===== src/rgbhsl_pkg.sv =====
`timescale 1ns / 1ps
package rgbhsl_pkg;

    localparam int unsigned HslTop   = 255;
    localparam int unsigned HueGrey  = (HslTop * 2) / 3;
    localparam int unsigned HueSixth = HslTop / 6;
    localparam int unsigned HueThird = HslTop / 3;
    localparam int unsigned HslHalf  = HslTop / 2;
    localparam int unsigned QuoBits  = 8;
    localparam int unsigned NumLanes = 4;

    // lane order in the divider row
    localparam int unsigned LaneSat = 0;
    localparam int unsigned LaneDr  = 1;
    localparam int unsigned LaneDg  = 2;
    localparam int unsigned LaneDb  = 3;

    typedef enum logic [1:0] {
        DOM_RED   = 2'd0,
        DOM_GREEN = 2'd1,
        DOM_BLUE  = 2'd2
    } dom_t;

    typedef struct packed {
        logic [15:0] rem;
        logic [8:0]  den;
        logic [7:0]  quo;
    } div_lane_t;

    typedef struct packed {
        logic                      valid;
        logic                      grey;
        dom_t                      dom;
        logic [7:0]                light;
        div_lane_t [NumLanes-1:0]  lane;
    } cell_data_t;

endpackage


===== src/rgbhsl_prep.sv =====
`timescale 1ns / 1ps
module rgbhsl_prep (
    input  logic                    clk,
    input  logic                    rst_n,
    input  logic                    advance,
    input  logic                    in_valid,
    input  logic [7:0]              red,
    input  logic [7:0]              green,
    input  logic [7:0]              blue,
    output rgbhsl_pkg::cell_data_t  data_out
);
    import rgbhsl_pkg::*;

    logic [7:0]  hi;
    logic [7:0]  lo;
    logic [8:0]  sum;
    logic [8:0]  sum_inc;
    logic [7:0]  light;
    logic [7:0]  spread;
    logic [8:0]  den;
    dom_t        dom;
    cell_data_t  data_next;
    cell_data_t  data_reg;

    function automatic logic [15:0] delta_num(input logic [7:0] top, input logic [7:0] ch,
                                              input logic [7:0] spr);
        logic [7:0] diff;
        diff = top - ch;
        delta_num = 16'(diff) * 16'(HueSixth) + 16'(spr >> 1);
    endfunction

    always_comb
    begin
        hi = red;
        lo = red;
        if (green > hi) hi = green;
        if (blue > hi)  hi = blue;
        if (green < lo) lo = green;
        if (blue < lo)  lo = blue;

        if (red == hi)
            dom = DOM_RED;
        else if (green == hi)
            dom = DOM_GREEN;
        else
            dom = DOM_BLUE;

        sum     = {1'b0, hi} + {1'b0, lo};
        sum_inc = sum + 9'd1;
        light   = sum_inc[8:1];
        spread  = hi - lo;
        den     = (light <= 8'(HslHalf)) ? sum : (9'd510 - sum);

        data_next.valid = in_valid;
        data_next.grey  = (hi == lo);
        data_next.dom   = dom;
        data_next.light = light;

        data_next.lane[LaneSat].rem = 16'(spread) * 16'(HslTop) + 16'(den >> 1);
        data_next.lane[LaneSat].den = den;
        data_next.lane[LaneSat].quo = '0;
        data_next.lane[LaneDr].rem  = delta_num(hi, red, spread);
        data_next.lane[LaneDr].den  = {1'b0, spread};
        data_next.lane[LaneDr].quo  = '0;
        data_next.lane[LaneDg].rem  = delta_num(hi, green, spread);
        data_next.lane[LaneDg].den  = {1'b0, spread};
        data_next.lane[LaneDg].quo  = '0;
        data_next.lane[LaneDb].rem  = delta_num(hi, blue, spread);
        data_next.lane[LaneDb].den  = {1'b0, spread};
        data_next.lane[LaneDb].quo  = '0;
    end

    always_ff @(posedge clk or negedge rst_n)
    begin
        if (!rst_n)
            data_reg <= '0;
        else if (advance)
            data_reg <= data_next;
    end

    assign data_out = data_reg;

endmodule


===== src/rgbhsl_div_cell.sv =====
`timescale 1ns / 1ps
module rgbhsl_div_cell (
    input  logic                    clk,
    input  logic                    rst_n,
    input  logic                    advance,
    input  logic [2:0]              bit_idx,
    input  rgbhsl_pkg::cell_data_t  data_in,
    output rgbhsl_pkg::cell_data_t  data_out
);
    import rgbhsl_pkg::*;

    cell_data_t  data_next;
    cell_data_t  data_reg;
    logic [16:0] trial [NumLanes];

    // one restoring quotient bit per lane
    always_comb
    begin
        data_next = data_in;
        for (int i = 0; i < NumLanes; i++)
        begin
            trial[i] = {8'b0, data_in.lane[i].den} << bit_idx;
            if ({1'b0, data_in.lane[i].rem} >= trial[i])
            begin
                data_next.lane[i].rem          = data_in.lane[i].rem - trial[i][15:0];
                data_next.lane[i].quo[bit_idx] = 1'b1;
            end
        end
    end

    always_ff @(posedge clk or negedge rst_n)
    begin
        if (!rst_n)
            data_reg <= '0;
        else if (advance)
            data_reg <= data_next;
    end

    assign data_out = data_reg;

endmodule


===== src/rgbhsl_post.sv =====
`timescale 1ns / 1ps
module rgbhsl_post (
    input  logic                    clk,
    input  logic                    rst_n,
    input  logic                    advance,
    input  rgbhsl_pkg::cell_data_t  data_in,
    output logic                    valid,
    output logic [7:0]              hue,
    output logic [7:0]              saturation,
    output logic [7:0]              lightness
);
    import rgbhsl_pkg::*;

    logic signed [9:0] dr;
    logic signed [9:0] dg;
    logic signed [9:0] db;
    logic signed [9:0] h;
    logic [7:0]        hue_next;
    logic [7:0]        sat_next;
    logic              valid_reg;
    logic [7:0]        hue_reg;
    logic [7:0]        sat_reg;
    logic [7:0]        light_reg;

    always_comb
    begin
        dr = signed'({2'b0, data_in.lane[LaneDr].quo});
        dg = signed'({2'b0, data_in.lane[LaneDg].quo});
        db = signed'({2'b0, data_in.lane[LaneDb].quo});
        case (data_in.dom)
            DOM_RED:   h = db - dg;
            DOM_GREEN: h = 10'sd85 + dr - db;
            DOM_BLUE:  h = 10'sd170 + dg - dr;
            default:   h = '0;
        endcase
        if (h < 0)
            h = h + 10'sd255;
        if (h > 10'sd255)
            h = h - 10'sd255;

        if (data_in.grey)
        begin
            hue_next = 8'(HueGrey);
            sat_next = '0;
        end
        else
        begin
            hue_next = h[7:0];
            sat_next = data_in.lane[LaneSat].quo;
        end
    end

    always_ff @(posedge clk or negedge rst_n)
    begin
        if (!rst_n)
            valid_reg <= 1'b0;
        else if (advance)
            valid_reg <= data_in.valid;
    end

    always_ff @(posedge clk)
    begin
        if (advance)
        begin
            hue_reg   <= hue_next;
            sat_reg   <= sat_next;
            light_reg <= data_in.light;
        end
    end

    assign valid      = valid_reg;
    assign hue        = hue_reg;
    assign saturation = sat_reg;
    assign lightness  = light_reg;

endmodule


===== src/rgb_to_hsl_converter.sv =====
`timescale 1ns / 1ps
// channel | direction | handshake          | fields
// input   | in        | in_valid/in_stall   | red, green, blue (8b each)
// output  | out       | out_valid/out_stall | hue, saturation, lightness (8b each)
//
// One pixel per clock unless stalled; pipeline of prep cell, eight divider cells,
// and output register. The divider row yields one quotient bit per cell.
// Reset clears all valid bits; the pipeline is empty afterwards.
// A stalled result freezes the whole row, and in_stall rises with it.
module rgb_to_hsl_converter (
    input  logic       clk,
    input  logic       rst_n,
    input  logic       in_valid,
    output logic       in_stall,
    input  logic [7:0] red,
    input  logic [7:0] green,
    input  logic [7:0] blue,
    output logic       out_valid,
    input  logic       out_stall,
    output logic [7:0] hue,
    output logic [7:0] saturation,
    output logic [7:0] lightness
);
    import rgbhsl_pkg::*;

    logic       advance;
    cell_data_t row [QuoBits+1];

    assign advance  = !(out_valid && out_stall);
    assign in_stall = !advance;

    rgbhsl_prep u_prep (
        .clk      (clk),
        .rst_n    (rst_n),
        .advance  (advance),
        .in_valid (in_valid),
        .red      (red),
        .green    (green),
        .blue     (blue),
        .data_out (row[0])
    );

    for (genvar k = 0; k < QuoBits; k++)
    begin : g_cell
        rgbhsl_div_cell u_cell (
            .clk      (clk),
            .rst_n    (rst_n),
            .advance  (advance),
            .bit_idx  (3'(QuoBits - 1 - k)),
            .data_in  (row[k]),
            .data_out (row[k+1])
        );
    end

    rgbhsl_post u_post (
        .clk        (clk),
        .rst_n      (rst_n),
        .advance    (advance),
        .data_in    (row[QuoBits]),
        .valid      (out_valid),
        .hue        (hue),
        .saturation (saturation),
        .lightness  (lightness)
    );

endmodule


===== config.mk =====
export PLATFORM = sky130hd
export DESIGN_NAME = rgb_to_hsl_converter
export DESIGN_NICKNAME = d
export VERILOG_FILES = /design/src/rgbhsl_pkg.sv /design/src/rgbhsl_prep.sv /design/src/rgbhsl_div_cell.sv /design/src/rgbhsl_post.sv /design/src/rgb_to_hsl_converter.sv
export SDC_FILE = /design/constraint.sdc
export NUM_CORES = 2
export LEC_CHECK = 0
export ABC_CLOCK_PERIOD_IN_PS = 7800
export BUFFER_PORTS_ARGS = -buffer_cell sky130_fd_sc_hd__buf_2
export CAP_MARGIN = 20
export CORE_ASPECT_RATIO = 1.1
export CORE_MARGIN = 8
export CORE_UTILIZATION = 55
export CTS_CLUSTER_DIAMETER = 200
export CTS_CLUSTER_SIZE = 24
export DETAILED_ROUTE_END_ITERATION = 7
export PLACE_DENSITY = 0.68
export SLEW_MARGIN = 25
export SYNTH_ARGS = -nofsm -noshare
export SYNTH_HDL_FRONTEND = slang
export SYNTH_SLANG_ARGS = --single-unit

===== constraint.sdc =====
create_clock -name clk -period 7.8 [get_ports clk]
set_input_delay 0 -clock clk [delete_from_list [all_inputs] [get_ports clk]]
set_output_delay 0 -clock clk [all_outputs]
set_load 0.005 [all_outputs]

==> flow_metrics.env <==
export IMPL_cp_buffers_inverters=9
export IMPL_synth_seq_cells=890
export IMPL_yosysTopAreaCell="dfrtp_1"
export IMPL_post_dp_hpwl_um=93100
export IMPL_synth_cell_area_sq_mm=0.0558
export IMPL_relSlewSlack_pct=32.8
export IMPL_drv_slew=0
export IMPL_grt_max_degree=234
export IMPL_arrival_ps=8610
export IMPL_critPathLaunchType="input pin"
export IMPL_yosysSeqAreaShare_pct=40.1
export IMPL_clock_root_buffer="clkbuf_16"
export IMPL_tightestPinTransition_ps=1010
export IMPL_ios=54
export IMPL_grtUsageTotal_pct=22.5
export IMPL_skew_ps=34.7
export IMPL_routedWlPerCell_um=15.9
export IMPL_final_setup_worst_slack_ps=-334
export IMPL_setup_viol=6
export IMPL_clk_pin_slew_worst_paths_ps=100
export IMPL_post_route_util_pct=60.3
export IMPL_multi_input_area_sq_mm=0.0313
export IMPL_drt_iter0_drc=2441
export IMPL_cp_max_fo=7
export IMPL_violations="negative setup slack"
export IMPL_dieWidth_um=320
export IMPL_cpPeakStageDelay_ps=510
export IMPL_grt_antenna_before_repair=0
export IMPL_synth_top_area_share_pct=38.8
export IMPL_hold_viol=0
export IMPL_max_freq_mhz=123
export IMPL_cts_tree="built"
export IMPL_grt_overflow_total=0
export IMPL_worstHoldPathType="input pin to async pin"
export IMPL_synth_distinct_cells=95
export IMPL_drc=0
export IMPL_start_util_pct=55.5
export IMPL_synthTopCellsByCount="nand2_1, dfrtp_1, o21ai_0, nor2_1, ha_1"
export IMPL_antenna_cells=0
export IMPL_clk_path_buf_depth=3
export IMPL_critPathRequiredTime_ps=8270
export IMPL_ant_nets=0
export IMPL_critPathMostFrequentCell="inv_2"
export IMPL_critPathTopFamily="compound AO/OA/AOI/OAI gates"
export IMPL_clock_latency_ps=630
export IMPL_die_height_um=350
export IMPL_crit_slowest_cell="fa_1"
export IMPL_htree_levels=2
export IMPL_synthToLayoutAreaGrowth_pct=8.67
export IMPL_post_synth_top_count_cell="nand2_1"
export IMPL_synth_top_cells_by_area="dfrtp_1, ha_1, nand2_1"
export IMPL_synth_ff_type="dfrtp_1"
export IMPL_grt_pass1_wl_um=213000
export IMPL_clock_sinks=890
export IMPL_outcome="complete, but fails checks"
export IMPL_cap_violations=0
export IMPL_fin_crit_ps=8130
export IMPL_synthesis_nets=7079
export IMPL_fill_cells=9064
export IMPL_gp_congestion=0.876
export IMPL_cts_buffers=43
export IMPL_io_buffers=53
export IMPL_netlist_instances=6482
export IMPL_nets=7204
export IMPL_drive_gt1_share_pct=7.69
export IMPL_largest_reg_flops=779
export IMPL_die_area_sq_mm=0.112
export IMPL_endpoint_kind="flip-flop"
export IMPL_dr_pass1_iters=5
export IMPL_criticalPathCategory="input pin to flip-flop"
export IMPL_postSynthAreaPerCell_sq_um=8.61
export IMPL_async_flop_share_pct=97.3
export IMPL_synth_edf_count=24
export IMPL_ff_latch_area_sq_mm=0.0224
export IMPL_fin_crit_sh_pct=104
export IMPL_routed_wl_um=126000
export IMPL_grt_pass1_vias=42600
export IMPL_routed_via_density=5.46
export IMPL_vias=43200
export IMPL_yosys_warnings=0
export IMPL_num_rows=122
export IMPL_core_area_sq_mm=0.101
export IMPL_rsz0062_at_grt="yes"
[repair_timing]
action,in CTS,in global routing
endpoints found under the hold margin,111,0
pin swaps,35,32
setup buffers,63,7
gates resized for setup,32,33
hold buffers,6,0
endpoints found under the setup margin,5,10
[path summary, 6_finish.rpt]
check | start | slack [ps] | cells after the start | endpoint
worst max-delay path | red[5] | -330 | 49 | u_prep.data_out[31]
worst min-delay path | rst_n | 20 | 2 | u_prep.data_out[97]
worst max register to register | g_cell[7].u_cell.data_out[67] | 3350 | 15 | u_post.hue[7]
worst min register to register | g_cell[7].u_cell.data_out[137] | 460 | 0 | u_post.lightness[5]
max in group asynchronous | rst_n | 5820 | 4 | g_cell[6].u_cell.data_out[102]
min in group clk | red[1] | 110 | 5 | u_prep.data_out[52]
[layout make-up]
| type | instances | share of cell area (%) |
|---|---|---|
| clock buffer | 50 | 1.82 |
| clock inverter | 4 | 0.0928 |
| inverter | 457 | 2.86 |
| multi-input combinational | 4888 | 51.5 |
| sequential | 890 | 36.9 |
| tap | 1302 | 2.69 |
| timing repair buffer | 327 | 4.11 |
[kinds of logic after synthesis]
group                    share of synthesized area, %
flip-flops                                       40.1
AO/OA/AOI/OAI                                    15.6
buffers and inverters                            4.82
adder cells (fa/ha/maj)                          13.9
AND/OR/NAND/NOR                                  18.9
XOR/XNOR                                         4.68
multiplexers                                     1.98
[cells in the final DEF (no fill, tap or decap), types with 12 or more instances in the layout]
master | netlist | layout
nor2b_1 | 116 | 112
nand2b_1 | 55 | 55
a21o_1 | 121 | 121
a31oi_1 | 40 | 38
inv_1 | 457 | 448
o21ai_0 | 573 | 564
buf_2 | 2 | 50
mux2_2 | 13 | 13
mux2i_1 | 93 | 87
nor3_1 | 63 | 60
o31ai_1 | 15 | 12
xor2_1 | 119 | 117
fa_1 | 86 | 84
o31a_1 | 30 | 30
nand4_1 | 46 | 46
xnor2_1 | 179 | 177
clkbuf_16 | 0 | 43
or3_1 | 41 | 41
nor2_1 | 560 | 557
o21a_1 | 41 | 41
ha_1 | 483 | 474
or4_1 | 12 | 12
a21boi_0 | 70 | 70
o211ai_1 | 20 | 20
nor4_1 | 46 | 44
nand2_1 | 1337 | 1334
a21oi_1 | 439 | 425
edfxtp_1 | 24 | 24
nand4b_1 | 13 | 13
a211oi_1 | 19 | 16
dfrtp_1 | 866 | 866
nand3b_1 | 20 | 20
buf_4 | 2 | 255
o21bai_1 | 29 | 29
nand3_1 | 40 | 36
a21oi_2 | 2 | 14
[routing by layer]
| layer | routed length (um) | track usage, % | up-vias |
|---|---|---|---|
| met1 | 57900 | 29.8 | 20300 |
| li1 | - | - | 22100 |
| met4 | 4520 | 7.48 | 0 |
| met3 | 3210 | 1.80 | 200 |
| met5 | 0 | 0 | - |
| met2 | 60600 | 39.0 | 614 |
[through the flow]
stage | setup TNS [ps] | area, sq um | instances | hold slack, ps | worst slack [ps]
2_1_floorplan | -4430 | 56100 | 6482 | -296 | -873
3_3_place_gp | -6260 | 58600 | 7795 | 143 | -1130
3_5_place_dp | -7800 | 58700 | 7795 | 136 | -1250
4_1_cts | -309 | 60500 | 7917 | 36.2 | -146
5_1_grt | -3700 | 60700 | 7918 | 84.7 | -741
6_report | -1110 | 60700 | 7918 | 19.6 | -334
Power is not shown: default switching activity piles up to over one toggle a cycle in this logic, so the estimate is an artifact.
